`src/rtl/hsv_pkg.sv`:
```
`timescale 1ns / 1ps

package hsv_pkg;

	localparam int HUE_W   = 13;
	localparam int CH_W    = 8;
	localparam int FRAC_W  = 10;
	localparam int PIX_W   = 16;
	localparam int IN_TDATA_W = 32;

	localparam logic [HUE_W-1:0]  HUE_FULL   = 13'd5760;
	localparam logic [FRAC_W-1:0] HUE_SECTOR = 10'd960;
	localparam logic [CH_W-1:0]   UNIT       = 8'd255;
	// 255 * 960
	localparam logic [17:0]       QT_DEN     = 18'd244800;
	// ceil(2^32 / 3825): x / 244800 == ((x >> 6) * RECIP) >> 32 for x < 2^26
	localparam logic [20:0]       RECIP      = 21'd1122868;

	typedef enum logic [2:0] {
		SEC_0 = 3'd0,
		SEC_1 = 3'd1,
		SEC_2 = 3'd2,
		SEC_3 = 3'd3,
		SEC_4 = 3'd4,
		SEC_5 = 3'd5
	} sector_t;

endpackage

```
`src/rtl/hsv_to_rgb565.sv`:
```
`timescale 1ns / 1ps
// channel | dir | width | contents (lsb first)
// s_*     | in  | 32    | hue[12:0], saturation[20:13], brightness[28:21], zero[31:29]
// m_*     | out | 16    | pixel[15:0] (RGB565)
//
// Six register stages, one request per cycle while m_tready does not stall the output.
// Depth is set by the q/t path: f*s, scale by v, reciprocal multiply for /244800.
// arst_n clears the stage valid bits only.
// A stall at m_tready freezes every stage; s_tready follows that freeze.
module hsv_to_rgb565
	import hsv_pkg::*;
(
	input  logic                  clk,
	input  logic                  arst_n,
	input  logic                  s_tvalid,
	output logic                  s_tready,
	input  logic [IN_TDATA_W-1:0] s_tdata,  // hue, saturation, brightness
	output logic                  m_tvalid,
	input  logic                  m_tready,
	output logic [PIX_W-1:0]      m_tdata   // pixel
);

	logic adv;
	logic vld_s1, vld_s2, vld_s3, vld_s4, vld_s5, vld_s6;

	logic [HUE_W-1:0]  hue_s1;
	logic [CH_W-1:0]   sat_s1, v_s1;

	sector_t           sec_s2, sec_s3, sec_s4, sec_s5;
	logic [FRAC_W-1:0] f_s2;
	logic [CH_W-1:0]   sat_s2, v_s2, v_s3, v_s4, v_s5;

	logic [17:0]       fs_s3, gs_s3;
	logic [15:0]       pn_s3;

	logic [25:0]       qn_s4, tn_s4;
	logic [CH_W-1:0]   p_s4, p_s5;

	logic [CH_W-1:0]   q_s5, t_s5;
	logic [PIX_W-1:0]  pix_s6;

	assign adv      = !vld_s6 || m_tready;
	assign s_tready = adv;
	assign m_tvalid = vld_s6;
	assign m_tdata  = pix_s6;

	always_ff @(posedge clk or negedge arst_n) begin
		if (!arst_n) begin
			vld_s1 <= 1'b0;
			vld_s2 <= 1'b0;
			vld_s3 <= 1'b0;
			vld_s4 <= 1'b0;
			vld_s5 <= 1'b0;
			vld_s6 <= 1'b0;
		end else if (adv) begin
			vld_s1 <= s_tvalid;
			vld_s2 <= vld_s1;
			vld_s3 <= vld_s2;
			vld_s4 <= vld_s3;
			vld_s5 <= vld_s4;
			vld_s6 <= vld_s5;
		end
	end

	// s1: wrap hue into one turn
	logic [HUE_W-1:0] hue_in;
	assign hue_in = s_tdata[HUE_W-1:0];

	always_ff @(posedge clk) begin
		if (adv) begin
			hue_s1 <= (hue_in >= HUE_FULL) ? hue_in - HUE_FULL : hue_in;
			sat_s1 <= s_tdata[HUE_W +: CH_W];
			v_s1   <= s_tdata[HUE_W+CH_W +: CH_W];
		end
	end

	// s2: sector and fraction
	sector_t          sec_c;
	logic [HUE_W-1:0] base_c;
	logic [HUE_W-1:0] frac_c;

	always_comb begin
		if (hue_s1 >= 13'd4800) begin
			sec_c = SEC_5; base_c = 13'd4800;
		end else if (hue_s1 >= 13'd3840) begin
			sec_c = SEC_4; base_c = 13'd3840;
		end else if (hue_s1 >= 13'd2880) begin
			sec_c = SEC_3; base_c = 13'd2880;
		end else if (hue_s1 >= 13'd1920) begin
			sec_c = SEC_2; base_c = 13'd1920;
		end else if (hue_s1 >= 13'd960) begin
			sec_c = SEC_1; base_c = 13'd960;
		end else begin
			sec_c = SEC_0; base_c = 13'd0;
		end
		frac_c = hue_s1 - base_c;
	end

	always_ff @(posedge clk) begin
		if (adv) begin
			sec_s2 <= sec_c;
			f_s2   <= frac_c[FRAC_W-1:0];
			sat_s2 <= sat_s1;
			v_s2   <= v_s1;
		end
	end

	// s3: f*s, (960-f)*s, v*(255-s)
	logic [FRAC_W-1:0] fc_c;
	assign fc_c = HUE_SECTOR - f_s2;

	always_ff @(posedge clk) begin
		if (adv) begin
			fs_s3  <= 18'(f_s2 * sat_s2);
			gs_s3  <= 18'(fc_c * sat_s2);
			pn_s3  <= 16'(v_s2 * (UNIT - sat_s2));
			sec_s3 <= sec_s2;
			v_s3   <= v_s2;
		end
	end

	// s4: scale q/t by v, p = pn / 255
	logic [17:0] qa_c, ta_c;
	logic [15:0] pn1_c, psum_c;

	assign qa_c   = QT_DEN - fs_s3;
	assign ta_c   = QT_DEN - gs_s3;
	assign pn1_c  = pn_s3 + 16'd1;
	assign psum_c = pn1_c + {8'd0, pn1_c[15:8]};

	always_ff @(posedge clk) begin
		if (adv) begin
			qn_s4  <= 26'(qa_c * v_s3);
			tn_s4  <= 26'(ta_c * v_s3);
			p_s4   <= psum_c[15:8];
			sec_s4 <= sec_s3;
			v_s4   <= v_s3;
		end
	end

	// s5: divide by 255*960 via reciprocal
	logic [40:0] qm_c, tm_c;

	assign qm_c = qn_s4[25:6] * RECIP;
	assign tm_c = tn_s4[25:6] * RECIP;

	always_ff @(posedge clk) begin
		if (adv) begin
			q_s5   <= qm_c[39:32];
			t_s5   <= tm_c[39:32];
			p_s5   <= p_s4;
			sec_s5 <= sec_s4;
			v_s5   <= v_s4;
		end
	end

	// s6: channel order and pack
	logic [CH_W-1:0] r_c, g_c, b_c;

	always_comb begin
		case (sec_s5)
			SEC_0: begin r_c = v_s5; g_c = t_s5; b_c = p_s5; end
			SEC_1: begin r_c = q_s5; g_c = v_s5; b_c = p_s5; end
			SEC_2: begin r_c = p_s5; g_c = v_s5; b_c = t_s5; end
			SEC_3: begin r_c = p_s5; g_c = q_s5; b_c = v_s5; end
			SEC_4: begin r_c = t_s5; g_c = p_s5; b_c = v_s5; end
			default: begin r_c = v_s5; g_c = p_s5; b_c = q_s5; end
		endcase
	end

	always_ff @(posedge clk) begin
		if (adv) begin
			pix_s6 <= {r_c[7:3], g_c[7:2], b_c[7:3]};
		end
	end

endmodule

```
`config.mk`:
```
export PLATFORM = sky130hd
export DESIGN_NAME = hsv_to_rgb565
export DESIGN_NICKNAME = d
export VERILOG_FILES = /design/src/rtl/hsv_pkg.sv /design/src/rtl/hsv_to_rgb565.sv
export SDC_FILE = /design/constraint.sdc
export NUM_CORES = 2
export LEC_CHECK = 0
export ABC_AREA = 1
export BUFFER_PORTS_ARGS = -buffer_cell sky130_fd_sc_hd__buf_2
export CAP_MARGIN = 20
export CORE_ASPECT_RATIO = 1.4
export CORE_MARGIN = 2
export CORE_UTILIZATION = 40
export CTS_BUF_LIST = sky130_fd_sc_hd__clkbuf_16
export CTS_CLUSTER_SIZE = 28
export DETAILED_ROUTE_END_ITERATION = 10
export MAX_ROUTING_LAYER = met4
export SETUP_SLACK_MARGIN = 0.1
export SLEW_MARGIN = 0
export SYNTH_ARGS = -nofsm -noshare
export SYNTH_HDL_FRONTEND = slang
export SYNTH_SLANG_ARGS = --single-unit
export TNS_END_PERCENT = 50
```
`constraint.sdc`:
```
create_clock -name clk -period 10.9 [get_ports clk]
set_input_delay 0.545 -clock clk [delete_from_list [all_inputs] [get_ports clk]]
set_output_delay 0.545 -clock clk [all_outputs]
set_load 0.02 [all_outputs]
```
==> run metrics <==
status finished, final reports clean; clock latency on the worst-skew pair about 0.60 ns; Seq cells post-synth 224; core area approximately 0.089 mm^2; Filler Cell Count between 8,000 and 9,000; nets between 5,000 and 6,000; largest net degree at the start of global routing between 150 and 200; slowest stage delay, CP roughly 0.67 ns; Post-CTS Setup Inserts 0; First-pass DRT Iterations 5; Routed WL 80,800 um; storage element area 0.00670 mm^2; total CTS buffers 27; Global Route Usage Sum a little under a fifth; Avg WL per Cell around 15 um; RSZ-0062 raised after global routing no; crit share post-route 59.6%; Die Y approximately 360 um; min-delay src s_tdata[23]; worst-margin pin slew between 1 and 1.5 ns; initial core utilization between 40% and 50%; Synth top area share 25.7%; Final GP Congestion approximately 0.89; number of global-route vias before repair ~28,000; count leader, synth inv_1; final setup vio count 0; die area between 0.09 and 0.1 mm^2; Post-synth EDFFs 218; number of clock sinks ~220; max cap viols 0; setup skew after layout 0.0284 ns; CP startpoint fs_s3[0]$_DFFE_PP_; Synth cell types slightly above 60; Final Core Density 43.3%; area leader, netlist fa_1; Mapped Cells approximately 4,200; worst relative slew slack 24.4%; Setup crit end kind register; post-synthesis sequential area ratio 18.7%; Crit Path Max Fanout 11; Mapped Area between 0.03 and 0.04 mm^2; Peak Freq between 150 and 200 MHz; mean post-synth cell area around 8.5 um^2; Primary FF master, synth edfxtp_1; CP max stage cell edfxtp_1; Vias/cell between 4 and 5; R2R Path Start fs_s3[0]$_DFFE_PP_; CTS tree done; Final ANT Viol Nets 0; Hold WC Path Type input port to register; Synth area leaders fa_1, ha_1, edfxtp_1; max-slew violations 0; post-synthesis net count around 5,300; global-route wire length before repair roughly 140,000 um; kind of critical path register to register; min cycle time layout ~6.5 ns; area of the multi-input gates 0.0248 mm^2; CP arrival 6.82 ns; Total Neg Setup Slack 0 ns; boundary pin count 54; CTS max path bufs 3; Via Count ~26,000; # H-tree levels 1; FF-to-FF setup slack about 4.4 ns; n_diodes 0; hold bufs inserted after CTS 1; initial antenna violation count 0; DR iter-0 viols ~1,100; CP Data Required Time between 10 and 15 ns; type of origin of the critical path register; Die W ~260 um; CP bufs+invs 3; Largest delay share family, worst path adder cells; CTS root buffer clkbuf_16; CP Cell Sequence inv_1, ha_1, nor3b_2, nand3_2, a21oi_2, nand3_2, xor2_2, nor2_1, fa_1, fa_1, fa_1, inv_1, fa_1, inv_1, ha_1, a21oi_1, a21boi_0, nor2_1, nor3_1, nand3_1, xor2_1; DP Wirelength roughly 70,000 um; Final Hold Fails 0; synthesis-to-finish area growth 6.94%; PostCTS Resize Cnt 0; DRC 0; WHS about 0.12 ns; layout cells sized above 1 under 10%; FFs w/ async S/R, synth under 10%; clk slew on worst S/H paths around 0.060 ns; synth cell count leaders inv_1, nand2_1, ha_1, fa_1, nor2_1; yosys warns 0; num rows between 100 and 150; Top cell by count, worst path fa_1; Port Buffer Count 50; global route overflow 0
[metrics by stage]
stage,setup WS (ns),cells,instance area (um^2)
after floorplan,4.61,4241,35900
after global placement,4.47,5430,37500
after detailed placement,4.42,5430,37500
after CTS,4.37,5478,38400
after global routing,3.99,5478,38400
final,4.40,5478,38400
[logic make-up (layout without fill, tap and decap cells)]
kind of cell | count (synthesis) | in the layout | share of synthesized area, %
DFF | 224 | 224 | 18.7
muxes | 4 | 4 | 0.126
buffers and inverters | 1149 | 1207 | 12.1
adders and majority gates | 999 | 999 | 44.5
xor gates and xnor gates | 109 | 109 | 3.03
AOI/OAI and AO/OA | 313 | 313 | 4.92
and+or+nand+nor | 1443 | 1443 | 16.7
[area by class of cell]
type	instances	area share, %
multi-input cells	2868	64.8
flip-flops and latches	224	17.5
inverters	1091	10.7
well taps	1179	3.85
clock buffers	27	1.76
repair buffers	69	1.06
clock inverters	20	0.414
[worst reg2reg max path: cells and delay by family, from the launching register on]
family                     cells  cell delay [ns]
adders and majority gates      6             2.72
DFF                            1             0.67
buffers and inverters          3             0.43
xor gates and xnor gates       2             0.59
AOI/OAI and AO/OA              3             0.79
and+or+nand+nor                7             1.02
[placed cells by master (no fill, tap or decap), drive strengths merged, types with 8 or more instances in the layout]
cell	netlist	layout
a21o	15	15
a21oi	160	160
a31oi	12	12
buf	11	68
clkbuf	47	27
clkinv	3	16
edfxtp	218	218
fa	460	460
ha	539	539
inv	1088	1090
nand2	763	763
nand3	113	113
nand3b	8	8
nand4	36	36
nor2	445	445
nor3	42	42
nor4	15	15
o21ai	78	78
o21bai	13	13
or2	13	13
xnor2	32	32
xor2	77	77
[path summary, 6_finish.rpt]
| kind | cells past startpoint | endpoint |
|---|---|---|
| min in group asynchronous | 2 | vld_s3$_DFFE_PN0P_ |
| max reg2reg | 21 | qn_s4[22]$_DFFE_PP_ |
| min | 1 | v_s1[2]$_DFFE_PP_ |
| min reg2reg | 0 | f_s2[0]$_DFFE_PP_ |
| max in group asynchronous | 2 | m_tvalid$_DFFE_PN0P_ |
| max | 21 | qn_s4[22]$_DFFE_PP_ |
[per-layer routing]
layer,track usage (%),vias up,routed length (um)
li1,-,13100,-
met1,20.0,12600,31700
met2,35.8,434,43700
met3,1.71,140,2310
met4,6.62,0,3170
met5,-,-,0
[registers in the layout, indices dropped and copies added (netlist names), 6 cells and up]
register  flops
gs_s3        17
v_s3          8
v_s1          8
t_s5          6
v_s4          6
m_tdata      16
fs_s3        18
sat_s1        8
q_s5          6
qn_s4        20
p_s5          6
f_s2         10
p_s4          6
tn_s4        20
pn_s3        16
hue_s1       13
sat_s2        8
v_s2          8
v_s5          6
Power is left out: the tool's default activity adds up to more than one toggle a clock period on the data nets, which glitch-free logic cannot reach.
